--- src/sv/tcw_pkg.sv ---
// Shared types, constants and a lookup function for the text console writer.
// Used by every module of the block but tcw_ram; depends on nothing.
package tcw_pkg;

  localparam int COLS     = 80;
  localparam int ROWS     = 25;
  localparam int CELLS    = COLS * ROWS;
  localparam int ADDR_W   = $clog2(CELLS);
  localparam int COL_W    = $clog2(COLS);
  localparam int TAB_STOP = 4;
  localparam int TAB_W    = $clog2(TAB_STOP);
  localparam int CELL_W   = 16;
  localparam int POS_W    = 11;
  localparam int IDX_W    = 11;
  localparam int QDEPTH   = 2;
  localparam int QPTR_W   = $clog2(QDEPTH);
  localparam int QCNT_W   = $clog2(QDEPTH + 1);

  localparam logic [CELL_W-1:0] BLANK_CELL = 16'h0720;
  localparam logic [7:0] CH_SPACE = 8'h20;
  localparam logic [7:0] CH_BS    = 8'd8;
  localparam logic [7:0] CH_TAB   = 8'd9;
  localparam logic [7:0] CH_NL    = 8'd10;
  localparam logic [7:0] CH_VT    = 8'd11;
  localparam logic [7:0] CH_CR    = 8'd13;

  typedef enum logic [2:0] {
    OP_CHAR,
    OP_BS,
    OP_TAB,
    OP_NL,
    OP_VT,
    OP_CR,
    OP_READ
  } op_t;

  typedef struct packed {
    op_t               op;
    logic [7:0]        attr;
    logic [7:0]        ch;
    logic [ADDR_W-1:0] addr;
    logic              addr_ok;
  } cmd_t;

  typedef struct packed {
    logic full;
    logic empty;
  } q_status_t;

  typedef enum logic [2:0] {
    ST_CLEAR,
    ST_IDLE,
    ST_READ,
    ST_COPY,
    ST_BLANK
  } state_t;

  function automatic logic [7:0] color_attr(input logic [2:0] idx);
    logic [7:0] a;
    case (idx)
      3'd1:    a = 8'd14;
      3'd2:    a = 8'd15;
      3'd3:    a = 8'd12;
      3'd4:    a = 8'd11;
      default: a = 8'd7;
    endcase
    return a;
  endfunction

endpackage

--- src/sv/tcw_front.sv ---
// Request decoder: classifies a request into a console command word.
// Depends on tcw_pkg.
module tcw_front
  import tcw_pkg::*;
(
  input  logic             req_type,
  input  logic [7:0]       char_code,
  input  logic [2:0]       color_index,
  input  logic [IDX_W-1:0] cell_index,
  output cmd_t             cmd
);

  localparam int CMP_W = ADDR_W + IDX_W + 1;

  logic [CMP_W-1:0] idx_ext;

  always_comb begin
    idx_ext     = CMP_W'(cell_index);
    cmd.attr    = color_attr(color_index);
    cmd.ch      = char_code;
    cmd.addr    = ADDR_W'(cell_index);
    cmd.addr_ok = idx_ext < CMP_W'(CELLS);
    if (req_type) begin
      cmd.op = OP_READ;
    end else begin
      case (char_code)
        CH_BS:   cmd.op = OP_BS;
        CH_TAB:  cmd.op = OP_TAB;
        CH_NL:   cmd.op = OP_NL;
        CH_VT:   cmd.op = OP_VT;
        CH_CR:   cmd.op = OP_CR;
        default: cmd.op = OP_CHAR;
      endcase
    end
  end

endmodule

--- config.mk ---
export PLATFORM = sky130hd
export DESIGN_NAME = tcw_front
export DESIGN_NICKNAME = d
export VERILOG_FILES = /design/src/sv/tcw_pkg.sv /design/src/sv/tcw_front.sv
export SDC_FILE = /design/constraint.sdc
export NUM_CORES = 1
export LEC_CHECK = 0
export BUFFER_PORTS_ARGS = -buffer_cell sky130_fd_sc_hd__buf_2
export CAP_MARGIN = 0
export CORE_AREA = 8 8 45 47
export DETAILED_ROUTE_END_ITERATION = 7
export DIE_AREA = 0 0 53 55
export GPL_TIMING_DRIVEN = 1
export PLACE_DENSITY = 0.75
export SLEW_MARGIN = 20
export SYNTH_ARGS = -nofsm -noshare
export SYNTH_HDL_FRONTEND = slang
export SYNTH_SLANG_ARGS = --single-unit
--- constraint.sdc ---
create_clock -name vclk -period 0.8
set_clock_uncertainty 0.1 [all_clocks]
set_input_delay 0.08 -clock vclk [all_inputs]
set_output_delay 0.08 -clock vclk [all_outputs]
set_load 0.005 [all_outputs]
==> metrics.yaml <==
status:
  outcome: "complete, but fails checks"
  violations: "setup timing"
placement:
  portBuffers: 42
  gp_congestion: 0.740
  hpwl_um: 908
power_and_ir_drop:
  ir_worst_vdd_uv: 132
  leakagePower_uw: 0.000241
  power_uw: 225
  p_per_area_mw_per_mm2: 484
routing:
  wl_per_cell_um: 12.9
  antenna_left: 0
  wl_met3_um: 319
  dr_total_vias: 346
  dr.pass1.iters: 3
  drt-initial-drc-count: 3
  via_per_inst: 4.22
  wirelength_um: 1060
  met1_length_um: 272
  drc_errors: 0
  highest_layer: "met3"
  route.met2.wl_um: 466
die:
  dieArea_mm2: 0.00292
  die_w_um: 53
  boundaryPins: 54
  rows: 14
  core_mm2: 0.00138
  die_h_um: 55
  initial_utilization_pct: 21.4
critical_path:
  crit_slowest_cell: "o31ai_4"
  path_class: "primary input to output pin"
  path_cells: "buf_2, xnor2_2, o31ai_4, buf_2"
  arrival_ps: 710
  cp-start-kind: "primary input"
  cp_max_fo: 5
  cp_slowest_stage_delay_ps: 200
  path_buf_inv: 2
  cp_top_family: "buffers and inverters"
  cp-end-kind: "output pin"
  cpMostUsedCell: "buf_2"
  critPathRequiredTime_ps: 620
synth:
  synth.distinct_cells: 17
  syn_avg_cell_area_um2: 6.74
  yosysSeqAreaShare_pct: 0
  syn-cell-area_um2: 297
  netlist_instances: 44
  yosysWarnings: 0
final_layout:
  seq_area_um2: 0
  seq_cell_count: 0
  final_util_pct: 33.5
  diodes: 0
  final_nets: 91
  nClkBuffers: 0
  area.growth.synth_to_final_pct: 56.5
  fillers: 157
  layout-drive-gt1-share_pct: 77.3
grt:
  gr-total-overflow: 0
  grt_max_degree: 6
  grt_pass1_vias: 332
  antenna_found_initial: 0
  grt_usage_pct: 5.67
  grt_pass1_wl_um: 1390
hold_path:
  hold_path_class: "primary input to output pin"
flow_run:
  max_cap_viol_count: 0
timing:
  hold_violations: 0
  setup_viol: 3
  whs_ps: 60.0
  max_freq_mhz: 1130
  fin_crit_ps: 887
  slew_viol_final: 0
  period_share_pct: 111
  setup_tns_ps: -171
  rsz0062_at_grt: "true"
  layout_setup_ws_ps: -86.7
## cell usage in the layout (no fill, tap or decap), types with 2 or more instances in the layout
master   count
conb_1       4
buf_2       36
nand2_1      2
nor2_4       2
buf_6        5
## routing by layer
metal  up-vias  GRT usage (%)
met3         0           4.01
met1       148           5.13
met5         -              0
met2        38           10.7
met4         0              0
li1        160              -
## path summary, 6_finish.rpt
check	from	endpoint	slack, ps	cells after the start
max	char_code[0]	cmd[29]	-90	4
min	cell_index[0]	cmd[1]	60	0
## metrics by stage
| stage | setup slack, ps | std cells | area [um2] |
|---|---|---|---|
| detailed placement | -146 | 82 | 365 |
| global route | -115 | 82 | 464 |
| global placement | -117 | 82 | 365 |
| CTS | -85.8 | 82 | 420 |
| finish | -86.7 | 82 | 464 |
| floorplan | 121 | 47 | 308 |
## where the power goes
| group | internal [uW] | switching [uW] | leakage [uW] | total [uW] |
|---|---|---|---|---|
| clock | 0 | 0 | 0 | 0 |
| combinational | 122 | 102 | 0.000241 | 225 |
| sequential | 0 | 0 | 0 | 0 |
| total | 122 | 102 | 0.000241 | 225 |
## cells in the mapped netlist
library cell / number / share of area, %
nor3_1: 1 / 1.7
buf_4: 23 / 58
and3_1: 1 / 2.1
o2111ai_1: 1 / 3.0
xor2_1: 1 / 3.0
nand2b_1: 1 / 2.1
o31ai_2: 1 / 4.2
conb_1: 1 / 1.3
xnor2_1: 2 / 5.9
nor2_1: 4 / 5.1
nand2_1: 2 / 2.5
nor2b_1: 1 / 2.1
nand3b_1: 1 / 2.5
nand3_1: 1 / 1.7
inv_1: 1 / 1.3
o21ai_1: 1 / 1.7
a21oi_1: 1 / 1.7
## cells by family after synthesis
logic type                synth area share [%]
other                                     1.26
buffers and inverters                     59.5
AOI/OAI and AO/OA                         10.5
and+or+nand+nor                           19.8
xor gates and xnor gates                  8.86
## layout make-up
| class | count | area (um2) | share of cell area, % |
|---|---|---|---|
| well taps | 16 | 20.0 | 4.31 |
| inverters | 1 | 3.75 | 0.809 |
| repair buffers | 42 | 251 | 54.2 |
| multi-input cells | 23 | 189 | 40.7 |
## what timing repair did
item | CTS | global route
buffers inserted | 0 | 0
gates resized for setup | 13 | 9
setup endpoints to repair | 4 | 3
gates cloned | 0 | 0
hold buffers | 0 | 0
pin swaps | 4 | 1
No activity file was read; power rests on OpenSTA's default activity.
