===== src/sv/tcw_pkg.sv =====
// Shared types, constants and a lookup function for the text console writer.
// Used by every module of the block but tcw_ram; depends on nothing.
package tcw_pkg;

  localparam int COLS     = 80;
  localparam int ROWS     = 25;
  localparam int CELLS    = COLS * ROWS;
  localparam int ADDR_W   = $clog2(CELLS);
  localparam int COL_W    = $clog2(COLS);
  localparam int TAB_STOP = 4;
  localparam int TAB_W    = $clog2(TAB_STOP);
  localparam int CELL_W   = 16;
  localparam int POS_W    = 11;
  localparam int IDX_W    = 11;
  localparam int QDEPTH   = 2;
  localparam int QPTR_W   = $clog2(QDEPTH);
  localparam int QCNT_W   = $clog2(QDEPTH + 1);

  localparam logic [CELL_W-1:0] BLANK_CELL = 16'h0720;
  localparam logic [7:0] CH_SPACE = 8'h20;
  localparam logic [7:0] CH_BS    = 8'd8;
  localparam logic [7:0] CH_TAB   = 8'd9;
  localparam logic [7:0] CH_NL    = 8'd10;
  localparam logic [7:0] CH_VT    = 8'd11;
  localparam logic [7:0] CH_CR    = 8'd13;

  typedef enum logic [2:0] {
    OP_CHAR,
    OP_BS,
    OP_TAB,
    OP_NL,
    OP_VT,
    OP_CR,
    OP_READ
  } op_t;

  typedef struct packed {
    op_t               op;
    logic [7:0]        attr;
    logic [7:0]        ch;
    logic [ADDR_W-1:0] addr;
    logic              addr_ok;
  } cmd_t;

  typedef struct packed {
    logic full;
    logic empty;
  } q_status_t;

  typedef enum logic [2:0] {
    ST_CLEAR,
    ST_IDLE,
    ST_READ,
    ST_COPY,
    ST_BLANK
  } state_t;

  function automatic logic [7:0] color_attr(input logic [2:0] idx);
    logic [7:0] a;
    case (idx)
      3'd1:    a = 8'd14;
      3'd2:    a = 8'd15;
      3'd3:    a = 8'd12;
      3'd4:    a = 8'd11;
      default: a = 8'd7;
    endcase
    return a;
  endfunction

endpackage


===== src/sv/tcw_fifo.sv =====
// Short command queue between the request decoder and the screen engine.
// Depends on tcw_pkg.
module tcw_fifo
  import tcw_pkg::*;
(
  input  logic      clk,
  input  logic      rst,
  input  logic      push,
  input  cmd_t      push_cmd,
  input  logic      pop,
  output cmd_t      head,
  output q_status_t status
);

  cmd_t              slots [QDEPTH];
  logic [QPTR_W-1:0] wptr;
  logic [QPTR_W-1:0] rptr;
  logic [QCNT_W-1:0] count;

  assign head         = slots[rptr];
  assign status.full  = count == QCNT_W'(QDEPTH);
  assign status.empty = count == '0;

  always_ff @(posedge clk) begin
    if (push) begin
      slots[wptr] <= push_cmd;
    end
  end

  always_ff @(posedge clk) begin
    if (rst) begin
      wptr  <= '0;
      rptr  <= '0;
      count <= '0;
    end else begin
      if (push) begin
        wptr <= (wptr == QPTR_W'(QDEPTH - 1)) ? '0 : wptr + 1'b1;
      end
      if (pop) begin
        rptr <= (rptr == QPTR_W'(QDEPTH - 1)) ? '0 : rptr + 1'b1;
      end
      case ({push, pop})
        2'b10:   count <= count + 1'b1;
        2'b01:   count <= count - 1'b1;
        default: count <= count;
      endcase
    end
  end

endmodule


===== config.mk =====
export PLATFORM = sky130hd
export DESIGN_NAME = tcw_fifo
export DESIGN_NICKNAME = d
export VERILOG_FILES = /design/src/sv/tcw_pkg.sv /design/src/sv/tcw_fifo.sv
export SDC_FILE = /design/constraint.sdc
export NUM_CORES = 1
export LEC_CHECK = 0
export ABC_AREA = 0
export BUFFER_PORTS_ARGS = -buffer_cell sky130_fd_sc_hd__buf_2
export CAP_MARGIN = 15
export CORE_UTILIZATION = 55
export DETAILED_ROUTE_END_ITERATION = 7
export PLACE_DENSITY_LB_ADDON = 0.08
export SLEW_MARGIN = 20
export SYNTH_ARGS = -nofsm -noshare
export SYNTH_HDL_FRONTEND = slang
export SYNTH_SLANG_ARGS = --single-unit

===== constraint.sdc =====
create_clock -name clk -period 3.8 [get_ports clk]
set_clock_uncertainty 0.05 [all_clocks]
set_input_delay 1.14 -clock clk [delete_from_list [all_inputs] [get_ports clk]]
set_output_delay 1.14 -clock clk [all_outputs]
set_load 0.02 [all_outputs]

==> results of run 1 <==
layout make-up:
class                      instances  area [µm²]  share of cell area (%)
clock inverter                     7       35.03                   1.170
multi-input combinational         47       457.9                   15.29
inverter                           1       3.754                  0.1253
clock buffer                       9       123.9                   4.135
timing repair buffer              69       350.3                   11.70
tap                               50       62.56                   2.089
sequential                        67        1962                   65.50
final timing paths:
kind,slack [ps],to,startpoint,cells after the start
min,460,count[1]$_SDFFE_PP0P_,count[1]$_SDFFE_PP0P_,2
max reg2reg,2330,slots[0][29]$_DFFE_PP_,wptr$_SDFFE_PP0P_,1
min reg2reg,460,count[1]$_SDFFE_PP0P_,count[1]$_SDFFE_PP0P_,2
max,1050,head[1],flip-flop,3
registers in the layout, summed over array words and instances, names as in the netlist, named ones only:
name and flops:
slots 62, wptr 1, count 2, rptr 1
power by group through the flow:
| stage | registers [mW] | logic [mW] | clock network [mW] |
|---|---|---|---|
| after floorplan | 0.884 | 0.137 | 0 |
| after global placement | 0.885 | 0.206 | 0 |
| after detailed placement | 0.888 | 0.211 | 0 |
| after CTS | 0.872 | 0.212 | 0.489 |
| after global routing | 0.876 | 0.227 | 0.514 |
| final | 0.872 | 0.209 | 0.477 |
per-stage QoR:
step	cell area (µm²)	hold slack, ps	power, mW	instances	worst slack [ps]
after floorplan	2431	411.4	1.021	118	827.4
after CTS	2995	465.4	1.573	250	1030
after global routing	2995	510.1	1.617	250	976.2
after detailed placement	2836	456.5	1.099	234	1344
final	2995	460.7	1.557	250	1054
after global placement	2836	427.1	1.091	234	1370
layer usage:
metal | routed length, µm | track usage [%]
met3 | 262 | 8.833
met2 | 1989 | 30.76
met1 | 1572 | 20.35
met4 | 37 | 9.896
met5 | 0 | 0
cells in the final DEF, fill, tap and decap left out, drive strengths merged:
cell type  synthesis  final
a21oi              1      1
and2               1      1
and2b              1      1
buf                3     69
clkbuf             0      9
clkinv             0      6
clkinvlp           0      1
dfxtp              5      5
edfxtp            62     62
ha                 1      1
inv                1      1
mux2              31     31
nor2               6      6
o21ai              1      1
or3                1      1
xnor2              3      3
xor2               1      1
cell families (layout without fill, tap and decap cells):
kind of cell,count (synthesis),in the layout,share of synthesized area [%]
muxes,31,31,14.36
DFF,67,67,80.70
and+or+nand+nor,9,9,1.802
AOI/OAI and AO/OA,2,2,0.4113
buffers and inverters,4,86,0.7717
adders and majority gates,1,1,0.5146
xor gates and xnor gates,4,4,1.441
==> out/qor_table.md, run 1 <==
| Quantity | Reported |
|:---|:---|
| Clock transition at path regs | 60 ps |
| Most frequent cell after synthesis | sky130_fd_sc_hd__edfxtp_1 |
| Power per cell area | 520.0 mW/mm² |
| Total length of routed wires | 3.861 mm |
| Layout overhead on the synthesized area | 23.21% |
| Most area-consuming cells after synthesis | sky130_fd_sc_hd__edfxtp_1 (77%), sky130_fd_sc_hd__mux2_2 (14%), sky130_fd_sc_hd__dfxtp_1 (4.1%) |
| Critical setup path kind | flip-flop to output port |
| Number of inserted filler cells in the final layout | 272 |
| Internal portion of total power | 1.171 mW |
| Startpoint type of the worst setup path | flip-flop |
| Pre-antenna DRT Iters | 4 |
| Sequential fraction of design power | 56.0% |
| Total via count after detailed routing | 1251 |
| Max Buffers Root-to-Sink | 2 |
| Part of the power in the clock network | 30.6% |
| Wire length of the first global-routing pass | 5.775 mm |
| Placer congestion estimate | 0.6474 |
| Part of the power in combinational logic | 13.4% |
| Switching fraction of total power | 24.80% |
| Finish-stage setup viols | 0 |
| Largest fanout of any net on the critical path | 31 |
| Initial core utilization | 59.08% |
| Inserted Clock Buffers | 9 |
| Worst setup EP type | output port |
| Class of the most critical hold timing path | flip-flop to flip-flop |
| Number of standard-cell rows in the floorplan | 23 |
| Mean area per synthesized cell | 20.60 µm² |
| Layout Utilization | 72.79% |
| Buffers plus inverters on the worst setup path | 2 |
| Per-cell routed wire length | 15.44 µm |
| Via count of the first global-routing pass | 1312 |
| Top-level port count | 68 |
| GRT overflow | 0 |
| Antenna fix cells | 0 |
| Number of maximum-capacitance violations | 0 |
| Skew-Pair Late Insertion Delay | 330 ps |
| Root Driver | sky130_fd_sc_hd__clkbuf_8 |
| Post-synthesis net count | 154 |
| Relative slew slack | 42.08% |
| Post-synth top area cell | sky130_fd_sc_hd__edfxtp_1 |
| Total die area | 0.004690 mm² |
| Count of input and output buffers | 67 |
| Seq cells post-synth | 67 |
| Clock period minus worst slack | 2746 ps |
| Psw | 0.3862 mW |
| Setup fix buffers added after clock tree synthesis | 0 |
| Pleak | 1.145 nW |
| Top Family by Delay on Critical Path | buffers and inverters |
| Number of nets at the end of the flow | 231 |
| Number of nets still failing antenna checks after routing | 0 |
| Standard cell core area | 0.004115 mm² |
| Largest net degree at the start of global routing | 32 |
| Via-to-Cell Ratio | 5.004 |
| Die width | 68.49 µm |
| Top-area cell type share of the netlist area | 76.58% |
| Half-perimeter wire length after detailed placement | 2.533 mm |
| Area of the mapped netlist | 0.002431 mm² |
| Drt drc | 0 |
| Synthesized netlist cell count | 118 |
| Fin. max-slew vios | 0 |
| Sequential fraction of the synthesis area | 80.70% |
| Unrepaired setup endpoints after global routing | no |
| Top post-synthesis cells by count | sky130_fd_sc_hd__edfxtp_1 (62), sky130_fd_sc_hd__mux2_2 (31), sky130_fd_sc_hd__nor2_1 (6) |
| DIE HEIGHT | 68.49 µm |
| CTS Hold Buffers Added | 0 |
| Status | completed |
| Synth async-reset ratio | 0% |
| Max Clock Freq | 0.3641 GHz |
| Transition time at the pin with the least slew margin | 866.8 ps |
| Clk sink count | 67 |
| Total routing resource utilization after global routing | 18.87% |
| Commonest register cell after synthesis | sky130_fd_sc_hd__edfxtp_1 |
| Number of antenna violations at the first check in global routing | 0 |
| Hold violation count in the final report | 0 |
| Worst supply voltage drop on vdd | 0.3546 mV |
| Max stage delay on crit path | 390 ps |
| CP cell instances | buf_4, mux2_2, buf_2 |
| Library cell contributing the largest single delay on the critical path | sky130_fd_sc_hd__mux2_2 |
| Count of instances resized after the clock tree is built | 0 |
| Data required, critical path | 2610 ps |
| EDFF count, synth | 62 |
| First DRT Iteration DRCs | 82 |
| Fraction of final layout cells sized beyond drive strength 1 | 58.00% |
| Setup TNS | 0 ps |
| Post-route fraction of the period consumed by the critical path | 72.27% |
| Endpoint arrival time on the critical path | 1560 ps |
| Warnings, synthesis | 0 |
| Number of H-tree levels | 3 |
| TritonCTS clock tree | done |
| Count of cell types in the netlist | 14 |
Note: power is estimated with default switching activity, not from simulation.
==> run 2, diff against run 1 <==
--- a/config.mk
+++ b/config.mk
@@ -8,7 +8,7 @@
 export ABC_AREA = 0
 export BUFFER_PORTS_ARGS = -buffer_cell sky130_fd_sc_hd__buf_2
 export CAP_MARGIN = 15
-export CORE_UTILIZATION = 55
+export CORE_UTILIZATION = 46
 export DETAILED_ROUTE_END_ITERATION = 7
 export PLACE_DENSITY_LB_ADDON = 0.08
 export SLEW_MARGIN = 20
==> constraint.sdc (replaced) <==
create_clock -name clk -period 2.4 [get_ports clk]
set_clock_uncertainty 0.05 [all_clocks]
set_input_delay 0.72 -clock clk [delete_from_list [all_inputs] [get_ports clk]]
set_output_delay 0.72 -clock clk [all_outputs]
set_load 0.02 [all_outputs]
==> run 2 against run 1 <==
Net effect: via count rose by 2.2%; combinational power rose by 63%; register-to-register slack got worse by 1200 ps; clock power rose by 50%; critical path depth did not move; die area rose by 19%; worst hold slack improved by 7.7 ps; first-iteration DRC count fell by 43%; core utilization fell by 13 points; flip-flop and latch count did not move; final area rose by 1.8%; critical path type unchanged; critical endpoint is now head[11]; largest cell class unchanged; largest power group unchanged; highest routed layer unchanged.
==> out/qor_table.md, run 2 (synthesized netlist as in run 1, its figures left out) <==
| Quantity | Reported |
|:---|:---|
| Via count of the first global-routing pass | 1350 |
| Max stage delay on crit path | 380 ps |
| Number of inserted filler cells in the final layout | 424 |
| Largest net degree at the start of global routing | 25 |
| Registers with the most flip-flops | slots x62, count x2 |
| Register bank with the most flops | slots |
| Hold violation count in the final report | 0 |
| First DRT Iteration DRCs | 47 |
| Number of H-tree levels | 3 |
| Inserted Clock Buffers | 9 |
| Data required, critical path | 1630 ps |
| Standard cell core area | 0.005107 mm² |
| Placer congestion estimate | 0.5962 |
| DIE HEIGHT | 74.70 µm |
| Flip-flop count of the largest register, all copies and words added | 62 |
| Die width | 74.70 µm |
| Setup fix buffers added after clock tree synthesis | 0 |
| TritonCTS clock tree | done |
| Skew-Pair Late Insertion Delay | 320 ps |
| Fraction of final layout cells sized beyond drive strength 1 | 56.65% |
| Clock period minus worst slack | 2271 ps |
| Wire length of the first global-routing pass | 5.809 mm |
| CP cell instances | buf_4, mux2_2, buf_2 |
| Pre-antenna DRT Iters | 5 |
| Post-placement cell count | 257 |
| Top Family by Delay on Critical Path | buffers and inverters |
| Number of maximum-capacitance violations | 0 |
| Clock transition at path regs | 60 ps |
| Worst supply voltage drop on vdd | 0.4472 mV |
| Setup TNS | 0 ps |
| Layout Utilization | 59.68% |
| Count of instances resized after the clock tree is built | 0 |
| Startpoint type of the worst setup path | flip-flop |
| Class of the most critical hold timing path | flip-flop to flip-flop |
| Number of nets still failing antenna checks after routing | 0 |
| CTS Hold Buffers Added | 0 |
| Number of standard-cell rows in the floorplan | 26 |
| Transition time at the pin with the least slew margin | 307.1 ps |
| Post-route fraction of the period consumed by the critical path | 94.62% |
| Part of the power in combinational logic | 14.0% |
| Total die area | 0.005579 mm² |
| Pleak | 1.158 nW |
| Count of input and output buffers | 67 |
| Half-perimeter wire length after detailed placement | 2.639 mm |
| Largest fanout of any net on the critical path | 23 |
| Library cell contributing the largest single delay on the critical path | sky130_fd_sc_hd__mux2_2 |
| Total routing resource utilization after global routing | 15.14% |
| Sequential fraction of design power | 56.6% |
| Most frequent cells in the layout | sky130_fd_sc_hd__buf_2 (67), sky130_fd_sc_hd__edfxtp_1 (62), sky130_fd_sc_hd__mux2_2 (31), sky130_fd_sc_hd__clkbuf_8 (9) |
| Endpoint arrival time on the critical path | 1500 ps |
| Power per cell area | 799.8 mW/mm² |
| Total length of routed wires | 3.850 mm |
| WHS | 468.4 ps |
| Buffers plus inverters on the worst setup path | 2 |
| Root Driver | sky130_fd_sc_hd__clkbuf_8 |
| Critical setup path kind | flip-flop to output port |
| Total via count after detailed routing | 1279 |
| Initial core utilization | 47.60% |
| Unrepaired setup endpoints after global routing | no |
| Part of the power in the clock network | 29.4% |
| Fin. max-slew vios | 0 |
| Number of nets at the end of the flow | 234 |
| Max Buffers Root-to-Sink | 2 |
| Psw | 0.5745 mW |
| Relative slew slack | 79.52% |
| Clk sink count | 67 |
| Finish-stage setup viols | 0 |
| Internal portion of total power | 1.863 mW |
| Total Power Consumption | 2.438 mW |
| Most frequent standard cell in the layout excluding fill and tap cells | sky130_fd_sc_hd__buf_2 |
| Fin cells | 273 |
| Max Clock Freq | 0.4404 GHz |
| Antenna fix cells | 0 |
| Via-to-Cell Ratio | 4.685 |
| Switching fraction of total power | 23.57% |
| Status | completed |
| Per-cell routed wire length | 14.10 µm |
| Number of antenna violations at the first check in global routing | 0 |
| Top-level port count | 68 |
| GRT overflow | 0 |
| Drt drc | 0 |
| Worst setup EP type | output port |
| Layout overhead on the synthesized area | 25.37% |
run 2: cell type report:
cell class | count | area, µm² | area share, %
Sequential cell | 67 | 1962 | 64.37
Multi-Input combinational cell | 47 | 457.9 | 15.02
Timing Repair Buffer | 72 | 385.4 | 12.64
Clock buffer | 11 | 131.4 | 4.310
Tap cell | 70 | 87.58 | 2.874
Clock inverter | 5 | 20.02 | 0.6568
Inverter | 1 | 3.754 | 0.1232
run 2: metrics by stage:
step           cell area (µm²)  worst slack [ps]
2_1_floorplan             2434             374.4
3_3_place_gp              2897             470.6
3_5_place_dp              2897             455.1
4_1_cts                   3048             92.16
5_1_grt                   3048             37.84
6_report                  3048             129.1
run 2: worst paths after layout:
check | slack, ps | cells past startpoint | endpoint | startpoint
worst max-delay path | 130 | 3 | head[11] | flip-flop
worst min-delay path | 470 | 2 | count[1]$_SDFFE_PP0P_ | count[1]$_SDFFE_PP0P_
worst max register to register | 1140 | 2 | slots[1][23]$_DFFE_PP_ | wptr$_SDFFE_PP0P_
worst min register to register | 470 | 2 | count[1]$_SDFFE_PP0P_ | count[1]$_SDFFE_PP0P_
run 2: worst register-to-register path, cell delays in order, from the launching register on:
cell	delay, ps
sky130_fd_sc_hd__dfxtp_1	400
sky130_fd_sc_hd__and2_1	180
sky130_fd_sc_hd__buf_4	300
run 2: routing by layer:
metal	part of all wire, %	GRT usage [%]
met5	0	0
met4	1.4	10.06
met3	5.2	4.552
met2	54	26.73
met1	39	15.50
run 2: power by group through the flow:
stage / clock network (mW) / logic, mW / registers (mW)
2_1_floorplan: 0 / 0.217 / 1.40
3_3_place_gp: 0 / 0.339 / 1.40
3_5_place_dp: 0 / 0.347 / 1.41
4_1_cts: 0.744 / 0.348 / 1.38
5_1_grt: 0.786 / 0.371 / 1.39
6_report: 0.717 / 0.341 / 1.38
==> run 3, diff against run 2 <==
--- a/config.mk
+++ b/config.mk
@@ -8,7 +8,9 @@
 export ABC_AREA = 0
 export BUFFER_PORTS_ARGS = -buffer_cell sky130_fd_sc_hd__buf_2
 export CAP_MARGIN = 15
-export CORE_UTILIZATION = 46
+export CELL_PAD_IN_SITES_DETAIL_PLACEMENT = 1
+export CELL_PAD_IN_SITES_GLOBAL_PLACEMENT = 2
+export CORE_UTILIZATION = 33
 export DETAILED_ROUTE_END_ITERATION = 7
 export PLACE_DENSITY_LB_ADDON = 0.08
 export SLEW_MARGIN = 20
==> run 3 against run 2 <==
Net effect: via count increased by 1.4%; critical endpoint is now head[5]; sequential share of layout area down 0.21 points; critical path depth is the same; sequential power about the same; setup slack gained 53 ps; global-route usage is 2.8 points lower; combinational power hardly changed.
==> out/qor_table.md, run 3 (synthesized netlist as in run 1, its figures left out) <==
| Quantity | Reported |
|:---|:---|
| Placer congestion estimate | 0.6694 |
| Number of H-tree levels | 3 |
| Setup fix buffers added after clock tree synthesis | 0 |
| Hold Path Cell Cnt | 2 |
| Critical setup path kind | flip-flop to output port |
| Most frequent standard cell in the layout excluding fill and tap cells | sky130_fd_sc_hd__buf_2 |
| Worst setup EP type | output port |
| Via-to-Cell Ratio | 4.382 |
| Half-perimeter wire length after detailed placement | 2.910 mm |
| Largest net degree at the start of global routing | 32 |
| Setup TNS | 0 ps |
| CTS Hold Buffers Added | 0 |
| WHS | 478.4 ps |
| Layout overhead on the synthesized area | 25.78% |
| Pre-antenna DRT Iters | 3 |
| Hold violation count in the final report | 0 |
| Startpoint type of the worst setup path | flip-flop |
| Initial core utilization | 35.01% |
| Final Cell Area | 0.003058 mm² |
| Total die area | 0.007714 mm² |
| Post-Place Cell Area | 0.002909 mm² |
| Pleak | 1.147 nW |
| Register bank with the most flops | slots |
| Count of input and output buffers | 67 |
| Standard cell core area | 0.006944 mm² |
| Clock period minus worst slack | 2218 ps |
| Finish-stage setup viols | 0 |
| Fin. max-slew vios | 0 |
| Clk sink count | 67 |
| Power per cell area | 803.4 mW/mm² |
| Inserted Clock Buffers | 9 |
| Endpoint arrival time on the critical path | 1450 ps |
| Relative slew slack | 71.02% |
| TritonCTS clock tree | done |
| Number of maximum-capacitance violations | 0 |
| Total length of routed wires | 4.384 mm |
| Number of antenna violations at the first check in global routing | 0 |
| First DRT Iteration DRCs | 32 |
| Total via count after detailed routing | 1297 |
| Number of nets still failing antenna checks after routing | 0 |
| Registers with the most flip-flops | slots x62, count x2 |
| Root Driver | sky130_fd_sc_hd__clkbuf_8 |
| Layout Utilization | 44.04% |
| Unrepaired setup endpoints after global routing | no |
| Total routing resource utilization after global routing | 12.38% |
| Per-cell routed wire length | 14.81 µm |
| Status | completed |
| Fraction of final layout cells sized beyond drive strength 1 | 58.00% |
| Max Buffers Root-to-Sink | 2 |
| Skew-Pair Late Insertion Delay | 320 ps |
| Count of instances resized after the clock tree is built | 0 |
| Wire length of the first global-routing pass | 6.775 mm |
| Flip-flop count of the largest register, all copies and words added | 62 |
| Number of nets at the end of the flow | 233 |
| Most frequent cells in the layout | sky130_fd_sc_hd__buf_2 (67), sky130_fd_sc_hd__edfxtp_1 (62), sky130_fd_sc_hd__mux2_2 (31), sky130_fd_sc_hd__clkbuf_8 (9) |
| Worst supply voltage drop on vdd | 0.2989 mV |
| GRT overflow | 0 |
| Die width | 87.83 µm |
| Worst min-delay path startpoint | rptr$_SDFFE_PP0P_ |
| Clock transition at path regs | 60 ps |
| Max Clock Freq | 0.4508 GHz |
| Largest fanout of any net on the critical path | 17 |
| Internal reg-to-reg setup slack | 1050 ps |
| Number of cells on the worst reg-to-reg path | 2 |
| Post-route fraction of the period consumed by the critical path | 92.43% |
| Worst flop-to-flop path endpoint | slots[1][30]$_DFFE_PP_ |
| Number of standard-cell rows in the floorplan | 30 |
| Antenna fix cells | 0 |
| Class of the most critical hold timing path | flip-flop to flip-flop |
| Top-level port count | 68 |
| Drt drc | 0 |
| DIE HEIGHT | 87.83 µm |
| Transition time at the pin with the least slew margin | 434.7 ps |
| Data required, critical path | 1630 ps |
| Source of the worst register-to-register timing path | wptr$_SDFFE_PP0P_ |
| Number of inserted filler cells in the final layout | 690 |
| Via count of the first global-routing pass | 1433 |
-- run 3: cell types whose count changed in the layout (fill, tap and decap cells not counted), sizes merged --
cell	delta
buf	-1
clkinvlp	+1
clkinv	-3
-- run 3: power by group --
part | switching [mW] | internal [mW] | total (mW)
combinational | 0.198 | 0.140 | 0.338
sequential | 0.0220 | 1.36 | 1.38
clock | 0.378 | 0.360 | 0.738
-- run 3: cell type report --
| cell class | count | area (µm²) | area share [%] |
|---|---|---|---|
| clock buffers | 11 | 131.4 | 4.296 |
| clock inverters | 3 | 17.52 | 0.5728 |
| inverters | 1 | 3.754 | 0.1227 |
| multi-input cells | 47 | 457.9 | 14.98 |
| flip-flops and latches | 67 | 1962 | 64.16 |
| well taps | 96 | 120.1 | 3.928 |
| repair buffers | 71 | 365.4 | 11.95 |
-- run 3: worst max-delay path by stage --
stage,slack (ps),cells past startpoint,end,from
after floorplan,370,2,slots[0][0]$_DFFE_PP_,push
after global placement,520,3,head[5],flip-flop
after detailed placement,510,3,head[5],flip-flop
after CTS,140,3,head[5],flip-flop
after global routing,90,3,head[5],flip-flop
final,180,3,head[5],flip-flop
-- run 3: worst max-delay path: stages, from the launching register on --
cell                      delay [ps]
sky130_fd_sc_hd__dfxtp_1         330
sky130_fd_sc_hd__buf_4           260
sky130_fd_sc_hd__mux2_2          370
sky130_fd_sc_hd__buf_2           160
-- run 3: metal layers --
metal  routed length, µm  vias to the layer above  GRT usage, %  part of all wire [%]
met5                   0                        -             0                     0
met3                 252                        8         3.770                   5.7
li1                    -                      609             -                     -
met1                1666                      638         12.45                    38
met2                2392                       42         22.55                    55
met4                  74                        0         7.154                   1.7
-- run 3: metrics by stage --
| stage | instances | total power [mW] | setup WS, ps |
|---|---|---|---|
| CTS | 296 | 2.503 | 144.1 |
| floorplan | 118 | 1.617 | 374.4 |
| global placement | 282 | 1.740 | 521.7 |
| finish | 296 | 2.457 | 181.8 |
| detailed placement | 282 | 1.753 | 509.2 |
| global route | 296 | 2.569 | 94.36 |
